**src/rtl/core/sas_pkg.sv**
```systemverilog
package sas_pkg;

    // Number of aspect codes and lamp heads handled by the block.
    localparam int ASPECT_CODES = 8;
    localparam int HEAD_COUNT   = 8;

    // Bits of the configuration words that stand for real codes and heads.
    localparam logic [7:0] CODE_MASK  = 8'((1 << ASPECT_CODES) - 1);
    localparam logic [7:0] HEADS_MASK = 8'((1 << HEAD_COUNT) - 1);

    localparam logic [15:0] FLASH_INTERVAL_RESET = 16'd500;
    localparam logic [7:0]  DEFINED_RESET        = 8'h01;

    typedef enum logic [2:0] {
        CFG_DEFINED_ASPECTS = 3'd0,
        CFG_ON_HEAD_MASKS   = 3'd1,
        CFG_OFF_HEAD_MASKS  = 3'd2,
        CFG_FLASH_ASPECTS   = 3'd3,
        CFG_FLASH_INTERVAL  = 3'd4
    } cfg_index_t;

    typedef enum logic [1:0] {
        PH_TURN_OFF = 2'd0,
        PH_WAIT_OFF = 2'd1,
        PH_FLASH    = 2'd2,
        PH_IDLE     = 2'd3
    } phase_t;

    typedef struct packed {
        logic       mode;
        logic [2:0] aspect_code;
        logic [7:0] heads_inactive;
    } in_item_t;

    typedef struct packed {
        logic       drive_valid;
        logic [7:0] drive_heads;
        logic       drive_level;
        logic       aspect_changed;
        logic [2:0] selected_aspect;
        logic [2:0] requested_aspect;
        logic [1:0] phase;
    } out_item_t;

    typedef struct packed {
        logic [7:0]  defined_aspects;
        logic [63:0] on_head_masks;
        logic [63:0] off_head_masks;
        logic [7:0]  flash_aspects;
        logic [15:0] flash_interval_ticks;
    } cfg_regs_t;

    // Largest defined code not above the request, else the smallest defined
    // code, else code zero.
    function automatic logic [2:0] choose_aspect(logic [7:0] defined, logic [2:0] req);
        logic [7:0] d;
        logic [2:0] high_pick;
        logic [2:0] low_pick;
        logic       found;
        d         = defined & CODE_MASK;
        high_pick = '0;
        low_pick  = '0;
        found     = 1'b0;
        for (int c = 0; c < 8; c++) begin
            if (d[c] && (3'(c) <= req)) begin
                high_pick = 3'(c);
                found     = 1'b1;
            end
        end
        for (int c = 7; c >= 0; c--) begin
            if (d[c]) begin
                low_pick = 3'(c);
            end
        end
        return found ? high_pick : low_pick;
    endfunction

    // Head byte of one aspect, limited to the heads that exist.
    function automatic logic [7:0] head_byte(logic [63:0] masks, logic [2:0] code);
        return masks[{code, 3'b000} +: 8] & HEADS_MASK;
    endfunction

endpackage

```
**src/rtl/core/signal_aspect_sequencer.sv**
```systemverilog
// An accepted request's result is registered in the result register, or in the skid entry.
// Throughput: one request per cycle while the skid entry is empty, set by combinational step
// logic; a two-entry output buffer keeps item_ready high while one result waits.
// Configuration writes are taken in every cycle and act from the next cycle on.
// Reset (rst_n low, asynchronous) restores the register defaults, empties the output
// buffer and clears the sequencer so that the next request adopts the lowest defined aspect.
module signal_aspect_sequencer
    import sas_pkg::*;
(
    input  logic        clk,
    input  logic        rst_n,
    // Request channel: aspect requests and millisecond ticks.
    input  logic        item_valid,
    output logic        item_ready,
    input  in_item_t    item,
    // Result channel: one result per accepted request.
    output logic        result_valid,
    input  logic        result_ready,
    output out_item_t   result,
    // Configuration write channel.
    input  logic        cfg_valid,
    output logic        cfg_ready,
    input  logic [2:0]  cfg_index,
    input  logic [63:0] cfg_data
);

    cfg_regs_t cfg;
    out_item_t step_result;
    logic      accept;
    logic      can_push;

    // A request is taken whenever the output buffer has a free entry.
    assign item_ready = can_push;
    assign accept     = item_valid && can_push;

    // Configuration registers, read live by every request.
    sas_cfg_regs u_cfg (
        .clk       (clk),
        .rst_n     (rst_n),
        .cfg_valid (cfg_valid),
        .cfg_ready (cfg_ready),
        .cfg_index (cfg_index),
        .cfg_data  (cfg_data),
        .cfg       (cfg)
    );

    // Aspect selection and lamp sequence; its state advances on each accepted request.
    sas_step u_step (
        .clk    (clk),
        .rst_n  (rst_n),
        .accept (accept),
        .item   (item),
        .cfg    (cfg),
        .result (step_result)
    );

    // Result register with a skid entry behind it.
    sas_out_buf u_out (
        .clk          (clk),
        .rst_n        (rst_n),
        .push         (accept),
        .can_push     (can_push),
        .push_data    (step_result),
        .result_valid (result_valid),
        .result_ready (result_ready),
        .result       (result)
    );

endmodule

```
**src/rtl/core/sas_cfg_regs.sv**
```systemverilog
module sas_cfg_regs
    import sas_pkg::*;
(
    input  logic        clk,
    input  logic        rst_n,
    input  logic        cfg_valid,
    output logic        cfg_ready,
    input  logic [2:0]  cfg_index,
    input  logic [63:0] cfg_data,
    output cfg_regs_t   cfg
);

    cfg_regs_t cfg_reg;
    cfg_regs_t cfg_next;

    // Writes are always taken; the user must issue them only while the block is idle, as the block does not enforce it.
    assign cfg_ready = 1'b1;
    assign cfg       = cfg_reg;

    always_comb
    begin
        cfg_next = cfg_reg;
        if (cfg_valid)
        begin
            unique case (cfg_index)
                CFG_DEFINED_ASPECTS: cfg_next.defined_aspects      = cfg_data[7:0];
                CFG_ON_HEAD_MASKS:   cfg_next.on_head_masks        = cfg_data;
                CFG_OFF_HEAD_MASKS:  cfg_next.off_head_masks       = cfg_data;
                CFG_FLASH_ASPECTS:   cfg_next.flash_aspects        = cfg_data[7:0];
                CFG_FLASH_INTERVAL:  cfg_next.flash_interval_ticks = cfg_data[15:0];
                default:             cfg_next = cfg_reg;
            endcase
        end
    end

    always_ff @(posedge clk or negedge rst_n)
    begin
        if (!rst_n)
        begin
            cfg_reg.defined_aspects      <= DEFINED_RESET;
            cfg_reg.on_head_masks        <= '0;
            cfg_reg.off_head_masks       <= '0;
            cfg_reg.flash_aspects        <= '0;
            cfg_reg.flash_interval_ticks <= FLASH_INTERVAL_RESET;
        end
        else
        begin
            cfg_reg <= cfg_next;
        end
    end

endmodule

```
**src/rtl/core/sas_step.sv**
```systemverilog
module sas_step
    import sas_pkg::*;
(
    input  logic      clk,
    input  logic      rst_n,
    input  logic      accept,
    input  in_item_t  item,
    input  cfg_regs_t cfg,
    output out_item_t result
);

    phase_t      phase_reg,   phase_next;
    logic [2:0]  request_reg, request_next;
    logic [2:0]  select_reg,  select_next;
    logic        started_reg, started_next;
    logic        lit_reg,     lit_next;
    logic [15:0] count_reg,   count_next;

    logic [2:0]  low_code;
    logic [7:0]  off_mask;
    logic [7:0]  on_mask;
    logic [15:0] interval;
    logic [15:0] count_inc;

    always_ff @(posedge clk or negedge rst_n)
    begin
        if (!rst_n)
        begin
            phase_reg   <= PH_TURN_OFF;
            request_reg <= '0;
            select_reg  <= '0;
            started_reg <= 1'b0;
            lit_reg     <= 1'b0;
            count_reg   <= '0;
        end
        else if (accept)
        begin
            phase_reg   <= phase_next;
            request_reg <= request_next;
            select_reg  <= select_next;
            started_reg <= started_next;
            lit_reg     <= lit_next;
            count_reg   <= count_next;
        end
    end

    assign low_code = choose_aspect(cfg.defined_aspects, 3'd0);
    assign interval = (cfg.flash_interval_ticks == 16'd0) ? 16'd1 : cfg.flash_interval_ticks;

    always_comb
    begin
        // The first item adopts the lowest defined aspect before it is handled.
        phase_next   = started_reg ? phase_reg   : PH_TURN_OFF;
        request_next = started_reg ? request_reg : low_code;
        select_next  = started_reg ? select_reg  : low_code;
        lit_next     = started_reg ? lit_reg     : 1'b0;
        count_next   = started_reg ? count_reg   : 16'd0;
        started_next = 1'b1;

        off_mask  = head_byte(cfg.off_head_masks, select_next);
        on_mask   = head_byte(cfg.on_head_masks, select_next);
        count_inc = count_next + 16'd1;

        result = '0;

        if (!item.mode)
        begin
            if (item.aspect_code != request_next)
            begin
                request_next          = item.aspect_code;
                select_next           = choose_aspect(cfg.defined_aspects, item.aspect_code);
                phase_next            = PH_TURN_OFF;
                result.aspect_changed = 1'b1;
            end
        end
        else
        begin
            unique case (phase_next)
                PH_TURN_OFF:
                begin
                    result.drive_valid = 1'b1;
                    result.drive_heads = off_mask;
                    phase_next         = PH_WAIT_OFF;
                end
                PH_WAIT_OFF:
                begin
                    if ((item.heads_inactive & off_mask) == off_mask)
                    begin
                        result.drive_valid = 1'b1;
                        result.drive_heads = on_mask;
                        result.drive_level = 1'b1;
                        if (cfg.flash_aspects[select_next])
                        begin
                            phase_next = PH_FLASH;
                            lit_next   = 1'b1;
                            count_next = 16'd0;
                        end
                        else
                        begin
                            phase_next = PH_IDLE;
                        end
                    end
                end
                PH_FLASH:
                begin
                    count_next = count_inc;
                    if (count_inc >= interval)
                    begin
                        lit_next           = ~lit_next;
                        result.drive_valid = 1'b1;
                        result.drive_heads = on_mask;
                        result.drive_level = lit_next;
                        count_next         = 16'd0;
                    end
                end
                PH_IDLE:
                begin
                    phase_next = PH_IDLE;
                end
                default:
                begin
                    phase_next = PH_IDLE;
                end
            endcase
        end

        result.selected_aspect  = select_next;
        result.requested_aspect = request_next;
        result.phase            = phase_next;
    end

`ifndef SYNTH
    a_started_after_accept: assert property (@(posedge clk) disable iff (!rst_n)
        accept |=> started_reg)
        else $error("sequencer not started after an accepted item");

    a_state_holds_when_idle: assert property (@(posedge clk) disable iff (!rst_n)
        !accept |=> $stable(phase_reg) && $stable(select_reg) && $stable(count_reg))
        else $error("sequencer state moved without an accepted item");
`endif

endmodule

```
**src/rtl/core/sas_out_buf.sv**
```systemverilog
module sas_out_buf
    import sas_pkg::*;
(
    input  logic      clk,
    input  logic      rst_n,
    input  logic      push,
    output logic      can_push,
    input  out_item_t push_data,
    output logic      result_valid,
    input  logic      result_ready,
    output out_item_t result
);

    logic      out_valid_reg;
    logic      skid_valid_reg;
    out_item_t out_data_reg;
    out_item_t skid_data_reg;
    logic      take;

    assign take         = out_valid_reg && result_ready;
    assign can_push     = !skid_valid_reg;
    assign result_valid = out_valid_reg;
    assign result       = out_data_reg;

    always_ff @(posedge clk or negedge rst_n)
    begin
        if (!rst_n)
        begin
            out_valid_reg  <= 1'b0;
            skid_valid_reg <= 1'b0;
        end
        else if (push)
        begin
            if (!out_valid_reg || take)
            begin
                out_valid_reg <= 1'b1;
            end
            else
            begin
                skid_valid_reg <= 1'b1;
            end
        end
        else if (take)
        begin
            out_valid_reg  <= skid_valid_reg;
            skid_valid_reg <= 1'b0;
        end
    end

    always_ff @(posedge clk)
    begin
        if (push)
        begin
            if (!out_valid_reg || take)
            begin
                out_data_reg <= push_data;
            end
            else
            begin
                skid_data_reg <= push_data;
            end
        end
        else if (take && skid_valid_reg)
        begin
            out_data_reg <= skid_data_reg;
        end
    end

`ifndef SYNTH
    a_skid_behind_out: assert property (@(posedge clk) disable iff (!rst_n)
        skid_valid_reg |-> out_valid_reg)
        else $error("skid entry held while the output register is empty");

    a_no_push_when_full: assert property (@(posedge clk) disable iff (!rst_n)
        skid_valid_reg && !take |=> skid_valid_reg && $stable(skid_data_reg))
        else $error("skid entry lost or overwritten");
`endif

endmodule
```
**config.mk**
```make
export PLATFORM = sky130hd
export DESIGN_NAME = signal_aspect_sequencer
export DESIGN_NICKNAME = d
export VERILOG_FILES = /design/src/rtl/core/sas_pkg.sv /design/src/rtl/core/signal_aspect_sequencer.sv /design/src/rtl/core/sas_cfg_regs.sv /design/src/rtl/core/sas_step.sv /design/src/rtl/core/sas_out_buf.sv
export SDC_FILE = /design/constraint.sdc
export NUM_CORES = 1
export LEC_CHECK = 0
export BUFFER_PORTS_ARGS = -buffer_cell sky130_fd_sc_hd__buf_2
export CAP_MARGIN = 25
export CELL_PAD_IN_SITES_DETAIL_PLACEMENT = 1
export CELL_PAD_IN_SITES_GLOBAL_PLACEMENT = 1
export CORE_ASPECT_RATIO = 1.5
export CORE_UTILIZATION = 45
export CTS_CLUSTER_SIZE = 28
export DETAILED_ROUTE_END_ITERATION = 8
export PLACE_DENSITY_LB_ADDON = 0.1
export SLEW_MARGIN = 40
export SYNTH_ARGS = -nofsm -noshare
export SYNTH_HDL_FRONTEND = slang
export SYNTH_SLANG_ARGS = --single-unit
export TNS_END_PERCENT = 50
```
**constraint.sdc**
```tcl
create_clock -name clk -period 11.2 [get_ports clk]
set_input_delay 0.56 -clock clk [delete_from_list [all_inputs] [get_ports clk]]
set_output_delay 0.56 -clock clk [all_outputs]
set_load 0.05 [all_outputs]
```
**Yosys cells after proc, flatten, opt, wreduce, memory -nomap -nowiden**

Index checks and enable logic that the tools add are counted.

- Input bits: 84
- Output and inout port bits: 22
- Logic and storage cells: 153
- Bits in registers: 226

- Add/subtract/negate cells: 1
- Order comparisons: 10
- Eq/ne operators: 11
- Multiplexer cells: 71
- Bitwise gates (word level): 3
- Shifts and indexed selects: 2
- Reduce and logical (&&, ||, !) cells: 28

Operators by type and width:

| kind | number |
|---|---|
| 64-bit by 7-bit indexed part select with 8-bit output | 2 |
| 16-bit 2-to-1 mux | 6 |
| 3-bit 2-to-1 mux | 20 |
| 19-bit 2-to-1 mux | 3 |
| 16-bit one-hot mux with 2 select lines | 1 |
| 10-bit 2-to-1 mux | 3 |
| 1-bit 2-to-1 mux | 27 |
| 9-bit one-hot mux with 3 select lines | 1 |
| 2-bit AND reduction | 9 |
| 16-bit by 1-bit adder with 16-bit output, second input constant | 1 |
| 16-bit greater-or-equal comparator | 1 |
| 16-bit zero test | 1 |
| 3-bit less-or-equal comparator, first input constant | 4 |
| 2-bit 2-to-1 mux | 6 |
| 1-bit logical AND | 11 |
| 8-bit AND | 1 |
| 8-bit equality test | 1 |
| 3-bit by 2-bit equality test with 1-bit output, second input constant | 2 |
| 1-bit by 3-bit less-or-equal comparator with 1-bit output, first input constant | 2 |
| 2-bit by 3-bit less-or-equal comparator with 1-bit output, first input constant | 2 |
| 2-bit one-hot mux with 3 select lines | 1 |
| 2-bit equality test, second input constant | 2 |
| 3-bit by 4-bit less-than comparator with 1-bit output, second input constant | 1 |
| 1-bit one-hot mux with 2 select lines | 2 |
| 13 further kinds | 16 |

**Logic depth before layout (Yosys ltp)**

Gate-level depths: netlist of the first run.

- Word-level depth: 18
- Gate-level depth with buffers: 25
- Depth with buffers taken out: 21

**By module**

A second synthesis of the first run with hierarchy kept.

- Cells, all modules: 1106
- Area total of the unflattened synthesis: 12557.0 um^2

By module, submodules not included:

| module | seq. area each (um^2) | times used | area each (um^2) | cells each |
|---|---|---|---|---|
| sas_cfg_regs | 4012.6 | 1 | 6328.6 | 343 |
| sas_step | 650.6 | 1 | 4742.0 | 690 |
| sas_out_buf | 1191.1 | 1 | 1480.2 | 72 |
| signal_aspect_sequencer | 0.0 | 1 | 6.3 | 1 |

**Worst setup path before layout of the first run**

Ideal clock, no wire load.

- Path type: reg-to-reg
- Start point: register u_step.started_reg
- End point: register u_out.out_data_reg, in the netlist u_out.result[18], data pin
- Period minus slack after synthesis: 5587 ps
- Setup slack: 5613 ps
- Arrival time: 5327 ps
- Buffers on the path: 5
- Stages on the path, launching flop included: 23
- Data required time: 10940 ps
- Setup time: 260 ps
- Cells stage by stage: dfrtp_1 -> buf_2 -> buf_2 -> buf_2 -> buf_1 -> clkbuf_1 -> and2_1 -> ha_1 -> nand2_1 -> nor2_1 -> inv_1 -> nor3_1 -> and3_1 -> nand4_1 -> or3_1 -> a21oi_1 -> ha_1 -> a211o_1 -> a2111oi_0 -> a21boi_0 -> a22o_2 -> o21a_1 -> mux2_2

RTL lines:

| item | RTL line | RTL |
|---|---|---|
| start: declaration | sas_step.sv:15 | `logic started_reg, started_next;` |
| start signal: assignment | sas_step.sv:41 | `started_reg <= started_next;` |
| end signal: assignment | sas_out_buf.sv:56 | `out_data_reg <= push_data;` |
| end signal: assignment | sas_out_buf.sv:65 | `out_data_reg <= skid_data_reg;` |
| end: declaration | sas_out_buf.sv:16 | `out_item_t out_data_reg;` |

==> results of run 1 <==
## cells in the mapped netlist (3+ instances only)
cell type,number
ha_1,22
o2bb2ai_1,7
nor4_1,8
and2_1,10
nor2_1,52
nor2b_1,7
dfrtp_1,181
a221oi_1,5
clkbuf_1,49
o21ai_1,7
a211oi_1,11
nor3_1,12
o211ai_1,5
o31ai_1,9
nand3_1,54
a21o_1,19
o21a_1,5
a21oi_1,30
a22o_1,3
mux2i_1,21
a31oi_1,11
buf_2,8
buf_1,6
and3_1,7
nand2_1,195
inv_1,39
a211o_1,3
nor3b_1,3
xnor2_1,11
nand4_1,12
xor2_1,4
nand2b_1,3
o21ai_0,50
edfxtp_1,38
nand3b_1,4
dfstp_2,7
mux2_2,153
a221o_1,5
a31o_2,3
or3_1,6
## power by group through the flow
stage                     sequential [mW]  clock, mW  combinational, mW
after floorplan                      1.27          0              0.805
final                                1.20      0.765               1.31
after global placement               1.21          0               1.29
after global routing                 1.23      0.807               1.43
after detailed placement             1.22          0               1.32
after CTS                            1.20      0.783               1.33
## logic make-up (layout without fill, tap and decap cells)
group / Yosys count / in the layout / share of synthesized area [%]
and+or+nand+nor: 387 / 387 / 15.0
DFF: 226 / 226 / 49.1
AOI/OAI and AO/OA: 209 / 209 / 12.3
muxes: 176 / 176 / 16.6
buffers and inverters: 105 / 208 / 3.49
adders and majority gates: 22 / 22 / 2.31
xor gates and xnor gates: 15 / 15 / 1.10
other: 1 / 1 / 0.0315
## through the flow
| stage | utilization [%] | setup slack, ns | instances | hold WS (ns) | total power [mW] |
|---|---|---|---|---|---|
| 3_3_place_gp | 49.4 | 5.56 | 1532 | 0.468 | 2.50 |
| 3_5_place_dp | 49.5 | 5.34 | 1532 | 0.475 | 2.53 |
| 5_1_grt | 52.4 | 4.82 | 1577 | 0.0536 | 3.46 |
| 6_report | 52.4 | 5.35 | 1577 | -0.00144 | 3.28 |
| 4_1_cts | 52.4 | 5.31 | 1576 | 0.0380 | 3.31 |
| 2_1_floorplan | - | 5.61 | 1141 | 0.264 | 2.08 |
## how the worst max path moves through the flow
| stage | slack [ns] | endpoint | start |
|---|---|---|---|
| floorplan | 5.61 | u_out.result[18] | u_step.started_reg |
| global placement | 5.56 | u_out.result[18] | u_step.started_reg |
| detailed placement | 5.34 | u_out.result[18] | u_step.started_reg |
| CTS | 5.31 | u_out.result[18] | u_step.started_reg |
| global route | 4.82 | u_step.lit_reg | u_step.started_reg |
| finish | 5.35 | u_out.result[18] | u_step.started_reg |
## routing by layer
layer / routed length (um) / global-route usage (%) / part of all wire [%]
met1: 14100 / 32.5 / 40
met2: 19000 / 49.6 / 53
met3: 974 / 2.70 / 2.7
met4: 1400 / 10.2 / 3.9
met5: 13 / 0 / 0.037
## cell type report
cell class | count | area, um^2
multi-input combinational | 810 | 5690
timing repair buffer | 124 | 702
fill | 2875 | 12300
clock buffer | 33 | 686
tap | 333 | 417
inverter | 40 | 150
sequential | 226 | 5850
clock inverter | 11 | 60.1
## critical path, cell delays in order, from the launching register on
cell and delay [ns]:
dfrtp_1 0.33, buf_4 0.46, clkinv_1 0.19, nor2_1 0.15, ha_1 0.28, nand2_1 0.08
nor2_1 0.19, inv_1 0.08, nor3_1 0.41, and3_1 0.31, nand4_1 0.23, or3_1 0.42
a21oi_1 0.22, ha_1 0.28, a211o_1 0.28, a2111oi_0 0.50, a21boi_0 0.29, a22o_2 0.41
o21a_1 0.20, mux2_2 0.25
==> metrics.md, run 1 <==
| Metric | Value |
|---|---|
| Final wirelength | `35500 um` |
| Tcrit/Tclk final | `52.2%` |
| Synth cell types | `84` |
| Leak | `5.92 nW` |
| Fmax | `171 MHz` |
| Sw Share | `40.6%` |
| Routed Antenna Nets | `0` |
| DR vias/cell | `5.81` |
| VDD IR max | `0.159 mV` |
| NetSw | `1.33 mW` |
| Crit end category | `flop` |
| Area grow syn2layout | `13.8%` |
| Die width | `135 um` |
| # rows | `72` |
| Final Max Slew Viols | `0` |
| Dpl cell area | `12800 um^2` |
| Failing checks | `hold timing` |
| Avg Cell Area, Syn | `10.4 um^2` |
| Core area | `25900 um^2` |
| Hold Buf Count CTS | `0` |
| IO buf count | `104` |
| Part of the power in registers | `36.6%` |
| DR WL/cell | `22.5 um` |
| RSZ-0062 raised after global routing | `no` |
| Reg2reg setup slack | `5.35 ns` |
| Largest net degree at the start of global routing | `115` |
| Nets | `1332` |
| TritonCTS clock tree | `done` |
| Yosys top cell by area | `dfrtp_1` |
| Power share of the clock group | `23.3%` |
| Final HPWL DP | `25300 um` |
| Register-to-Register Path Depth | `19` |
| First-pass GRT wire length | `56500 um` |
| Clock Sink Count | `226` |
| Most common cell after layout, fill and taps aside | `nand2_1` |
| Tmin final | `5.85 ns` |
| Combinational power share | `40.1%` |
| PwrDens | `242 nW/um^2` |
| Max reg flops | `160` |
| Pint | `1.95 mW` |
| Initial Util | `46.1%` |
| Sequential share of the synthesized area | `49.1%` |
| Clock Latency Late Sink | `0.53 ns` |
| MaxCap Viol Count | `0` |
| Number of remaining DRC errors | `0` |
| Syn Nets | `1247` |
| Slew HR | `50.2%` |
| Post-synth top area share | `38.0%` |
| Most frequent cells in the layout | `195 x nand2_1, 181 x dfrtp_1, 153 x mux2_2` |
| R2r startpoint | `u_step.started_reg` |
| Inserted Clock Buffers | `24` |
| Max clock buf depth | `3` |
| Count of final hold-check violations | `4` |
| Synth top area cells | `dfrtp_1 38%, mux2_2 14%, edfxtp_1 9.6%` |
| Async set-or-reset flop fraction in the synthesized netlist | `83.2%` |
| CP Launch Type | `flop` |
| Post-Synthesis Cell Area | `11900 um^2` |
| Crit Path Max Fanout | `52` |
| Diodes inserted | `0` |
| Drt initial violations | `359` |
| Total GRT Usage | `27.2%` |
| Clock slew at reported path FFs | `0.07 ns` |
| First-pass DRT Iterations | `5` |
| Outcome | `finished with violations` |
| Congestion Overflow GR | `0` |
| Htree depth | `1` |
| Die area | `27100 um^2` |
| Design area | `13600 um^2` |
| Gpl congestion | `0.848` |
| Share of cells above drive strength 1 | `28.5%` |
| Worst R2R End | `u_out.result[18]` |
| Worst clock skew | `0.0137 ns` |
| Flops & latches, synth | `226` |
| WHS | `-0.00144 ns` |
| Crit Path Category | `reg2reg` |
| Setup bufs post-CTS | `0` |
| EDFF count, synth | `38` |
| Setup tns final | `0 ns` |
| Synth warn | `0` |
| Worst slew pin tran | `0.747 ns` |
| Antenna violations before repair | `1` |
| Root buf cell | `clkbuf_16` |
| Syn Inst Count | `1141` |
| Via Count | `9166` |
| IO Count | `106` |
| Final setup fails | `0` |
| Most used DFF post-synth | `dfrtp_1` |
| Worst hold path type | `in2async` |
| Crit path DAT | `6.13 ns` |
| Vias in the first global route | `9833` |
| Post-CTS sizing | `0` |
| CP required | `11.48 ns` |
| Die height | `201 um` |
(Power assumes the default switching activity.)
==> run 2: changes to the inputs <==
--- a/config.mk
+++ b/config.mk
@@ -10,7 +10,7 @@
 export CELL_PAD_IN_SITES_DETAIL_PLACEMENT = 1
 export CELL_PAD_IN_SITES_GLOBAL_PLACEMENT = 1
 export CORE_ASPECT_RATIO = 1.5
-export CORE_UTILIZATION = 45
+export CORE_UTILIZATION = 43
 export CTS_CLUSTER_SIZE = 28
 export DETAILED_ROUTE_END_ITERATION = 8
 export PLACE_DENSITY_LB_ADDON = 0.1
==> constraint.sdc (replaced) <==
create_clock -name clk -period 5.15 [get_ports clk]
set_input_delay 0.2575 -clock clk [delete_from_list [all_inputs] [get_ports clk]]
set_output_delay 0.2575 -clock clk [all_outputs]
set_load 0.05 [all_outputs]
==> run 2 against run 1 <==
  * The run now ends clean
  * Cell count up 5.1%
  * Clock power up 150%
  * Via count is 3.0% higher
  * Clock skew rose by 0.0038 ns
  * Critical endpoint unchanged
  * Largest cell class unchanged
  * Highest routed layer is now met4
==> metrics.md, run 2 (same netlist as run 1, synthesis figures left out) <==
| Metric | Value |
|---|---|
| WP buf/inv | `2 (-1)` |
| Register-to-Register Path Depth | `18 (-1)` |
| Total power | `7.54 mW (+130%)` |
| Crit-path cells | `clkinv_1, nor2_1, ha_2, nand2_1, nor2_1, inv_1, nor3_4, and3_4, nand4_1, or3_1, a21oi_1, ha_1, a211o_1, a2111oi_4, a21boi_1, a22o_2, o21a_1, mux2_2` |
| Clock Latency Late Sink | `0.54 ns (about the same)` |
| Hold depth | `2` |
| CP peak stage delay | `0.45 ns (-0.05 ns)` |
| CP Launch Type | `flop` |
| Die height | `206 um (+2.3%)` |
| Worst clock skew | `0.0176 ns (+0.00384 ns)` |
| Clock Sink Count | `226 (unchanged)` |
| Final setup fails | `0 (unchanged)` |
| Setup tns final | `0 ns (unchanged)` |
| Clock slew at reported path FFs | `0.06 ns (about the same)` |
| Final HPWL DP | `26700 um (+5.3%)` |
| FILL cells | `2959 (+2.9%)` |
| # rows | `74 (+2.8%)` |
| Final Max Slew Viols | `0 (unchanged)` |
| Max reg flops | `160 (unchanged)` |
| Worst slew pin tran | `0.818 ns (+0.0714 ns)` |
| Initial Util | `43.8% (-2.3 points)` |
| Root buf cell | `clkbuf_16` |
| Worst R2R End | `u_out.result[18]` |
| Slew HR | `44.9% (-5.3 points)` |
| PwrDens | `524 nW/um^2 (+120%)` |
| Crit Path Category | `reg2reg` |
| RSZ-0062 raised after global routing | `no` |
| Via Count | `9442 (+3.0%)` |
| Worst hold path type | `in2reg` |
| Die width | `138 um (+2.3%)` |
| Total GRT Usage | `28.3% (+1.1 points)` |
| Antenna violations before repair | `1 (unchanged)` |
| Placed cells | `1555 (+1.5%)` |
| Congestion Overflow GR | `0 (unchanged)` |
| Inserted Clock Buffers | `25 (+4.2%)` |
| Worst hold endpoint | `u_cfg.cfg[109]` |
| Routed Antenna Nets | `0 (unchanged)` |
| Gpl congestion | `0.807 (-4.8%)` |
| VDD IR max | `0.367 mV (+130%)` |
| Die area | `28400 um^2 (+4.6%)` |
| Core area | `27200 um^2 (+5.3%)` |
| Share of cells above drive strength 1 | `28.5% (+0.061 points)` |
| Slowest CP cell | `dfrtp_1` |
| Fmax | `207 MHz (+21%)` |
| Final wirelength | `37900 um (+6.8%)` |
| IO Count | `106 (unchanged)` |
| CP required | `5.44 ns (-6.04 ns)` |
| Tmin final | `4.82 ns (-1.03 ns)` |
| Area of the multi-input gates | `5720 um^2 (+0.66%)` |
| First-pass DRT Iterations | `4 (-1)` |
| Part of the power in registers | `34.6% (-2.0 points)` |
| Pint | `4.55 mW (+130%)` |
| Area grow syn2layout | `20.7%` |
| Crit end category | `flop` |
| Most used cell, CP | `nor2_1` |
| Combinational power share | `40.2% (about the same)` |
| Count of final hold-check violations | `0 (-4)` |
| Most common cell after layout, fill and taps aside | `nand2_1` |
| Htree depth | `1 (unchanged)` |
| Crit path DAT | `5.11 ns (-1.02 ns)` |
| Nets | `1403 (+5.3%)` |
| Leak | `6.28 nW (+6.0%)` |
| Drt initial violations | `434 (+21%)` |
| First-pass GRT wire length | `59800 um (+5.9%)` |
| NetSw | `2.99 mW (+120%)` |
| Power share of the clock group | `25.2% (+1.9 points)` |
| DR WL/cell | `22.9 um (+1.6%)` |
| FF+latch area | `5850 um^2 (unchanged)` |
| IO buf count | `104 (unchanged)` |
| Sw Share | `39.7% (-0.92 points)` |
| Tcrit/Tclk final | `93.6% (+41 points)` |
| Max clock buf depth | `3 (unchanged)` |
| TritonCTS clock tree | `done` |
| Largest net degree at the start of global routing | `87 (-24%)` |
| Reg2reg setup slack | `0.33 ns (-5.02 ns)` |
| Outcome | `finished, final reports clean` |
| Non-filler cells in the finished layout | `1658 (+5.1%)` |
| MaxCap Viol Count | `0 (unchanged)` |
| Worst path depth | `18 (-1)` |
| Most frequent cells in the layout | `195 x nand2_1, 181 x dfrtp_1, 153 x mux2_2` |
| HP Start | `cfg_data[21]` |
| R2r startpoint | `u_step.started_reg` |
| Number of remaining DRC errors | `0 (unchanged)` |
| DR vias/cell | `5.69 (-2.0%)` |
| CP delay by family, top | `compound AO/OA/AOI/OAI gates` |
| Vias in the first global route | `10200 (+3.7%)` |
| Crit Path Max Fanout | `8 (-85%)` |
## run 2: cell types whose count changed in the layout (fill, tap and decap cells not counted), sizes merged
| cell | change |
|---|---|
| diode | +1 |
| inv | +2 |
| bufinv | +4 |
| dlygate4sd3 | +55 |
| clkinvlp | -1 |
| clkbuf | +1 |
| clkinv | -5 |
| buf | +15 |
## run 2: worst max-delay path by stage
stage                     endpoint          startpoint
2_1_floorplan     u_out.result[18]  u_step.started_reg
3_3_place_gp      u_out.result[18]  u_step.started_reg
3_5_place_dp      u_out.result[18]  u_step.started_reg
4_1_cts           u_out.result[18]  u_step.started_reg
5_1_grt        u_step.count_reg[6]  u_step.started_reg
6_report          u_out.result[18]  u_step.started_reg
## run 2: final cells by class
cell class	count	share of cell area, %
sequential	226	40.7
multi-input combinational	810	39.8
timing repair buffer	194	9.45
clock buffer	34	4.86
tap	342	2.98
clock inverter	11	1.11
inverter	40	1.04
antenna	1	0.0174
## run 2: power groups by stage
stage,registers [mW],clock network [mW],logic [mW]
2_1_floorplan,2.77,0,1.76
3_3_place_gp,2.62,0,2.94
3_5_place_dp,2.64,0,2.98
4_1_cts,2.61,1.94,3.03
5_1_grt,2.66,2.01,3.28
6_report,2.61,1.90,3.03
## run 2: timing repair
| action | in CTS | in global routing |
|---|---|---|
| buffers inserted | 0 | 2 |
| hold endpoints to repair | 179 | 0 |
| gates resized for setup | 0 | 4 |
| hold buffers | 55 | 0 |
| endpoints found under the setup margin | 0 | 26 |
## run 2: metrics by stage
step / area, um^2 / hold WS [ns] / worst slack, ns / utilization [%]
floorplan: 11900 / -0.0381 / 0.0418 / -
global placement: 12900 / 0.374 / 0.291 / 47.4
detailed placement: 12900 / 0.375 / 0.126 / 47.5
CTS: 14300 / 0.00140 / 0.0739 / 52.7
global route: 14400 / 0.0119 / 0.000341 / 52.8
finish: 14400 / 0.0191 / 0.329 / 52.8
## run 2: layer usage
layer	wire (um)	track usage (%)
met2	20300	50.9
met3	934	2.87
met5	0	0
met1	15100	33.7
met4	1560	12.1
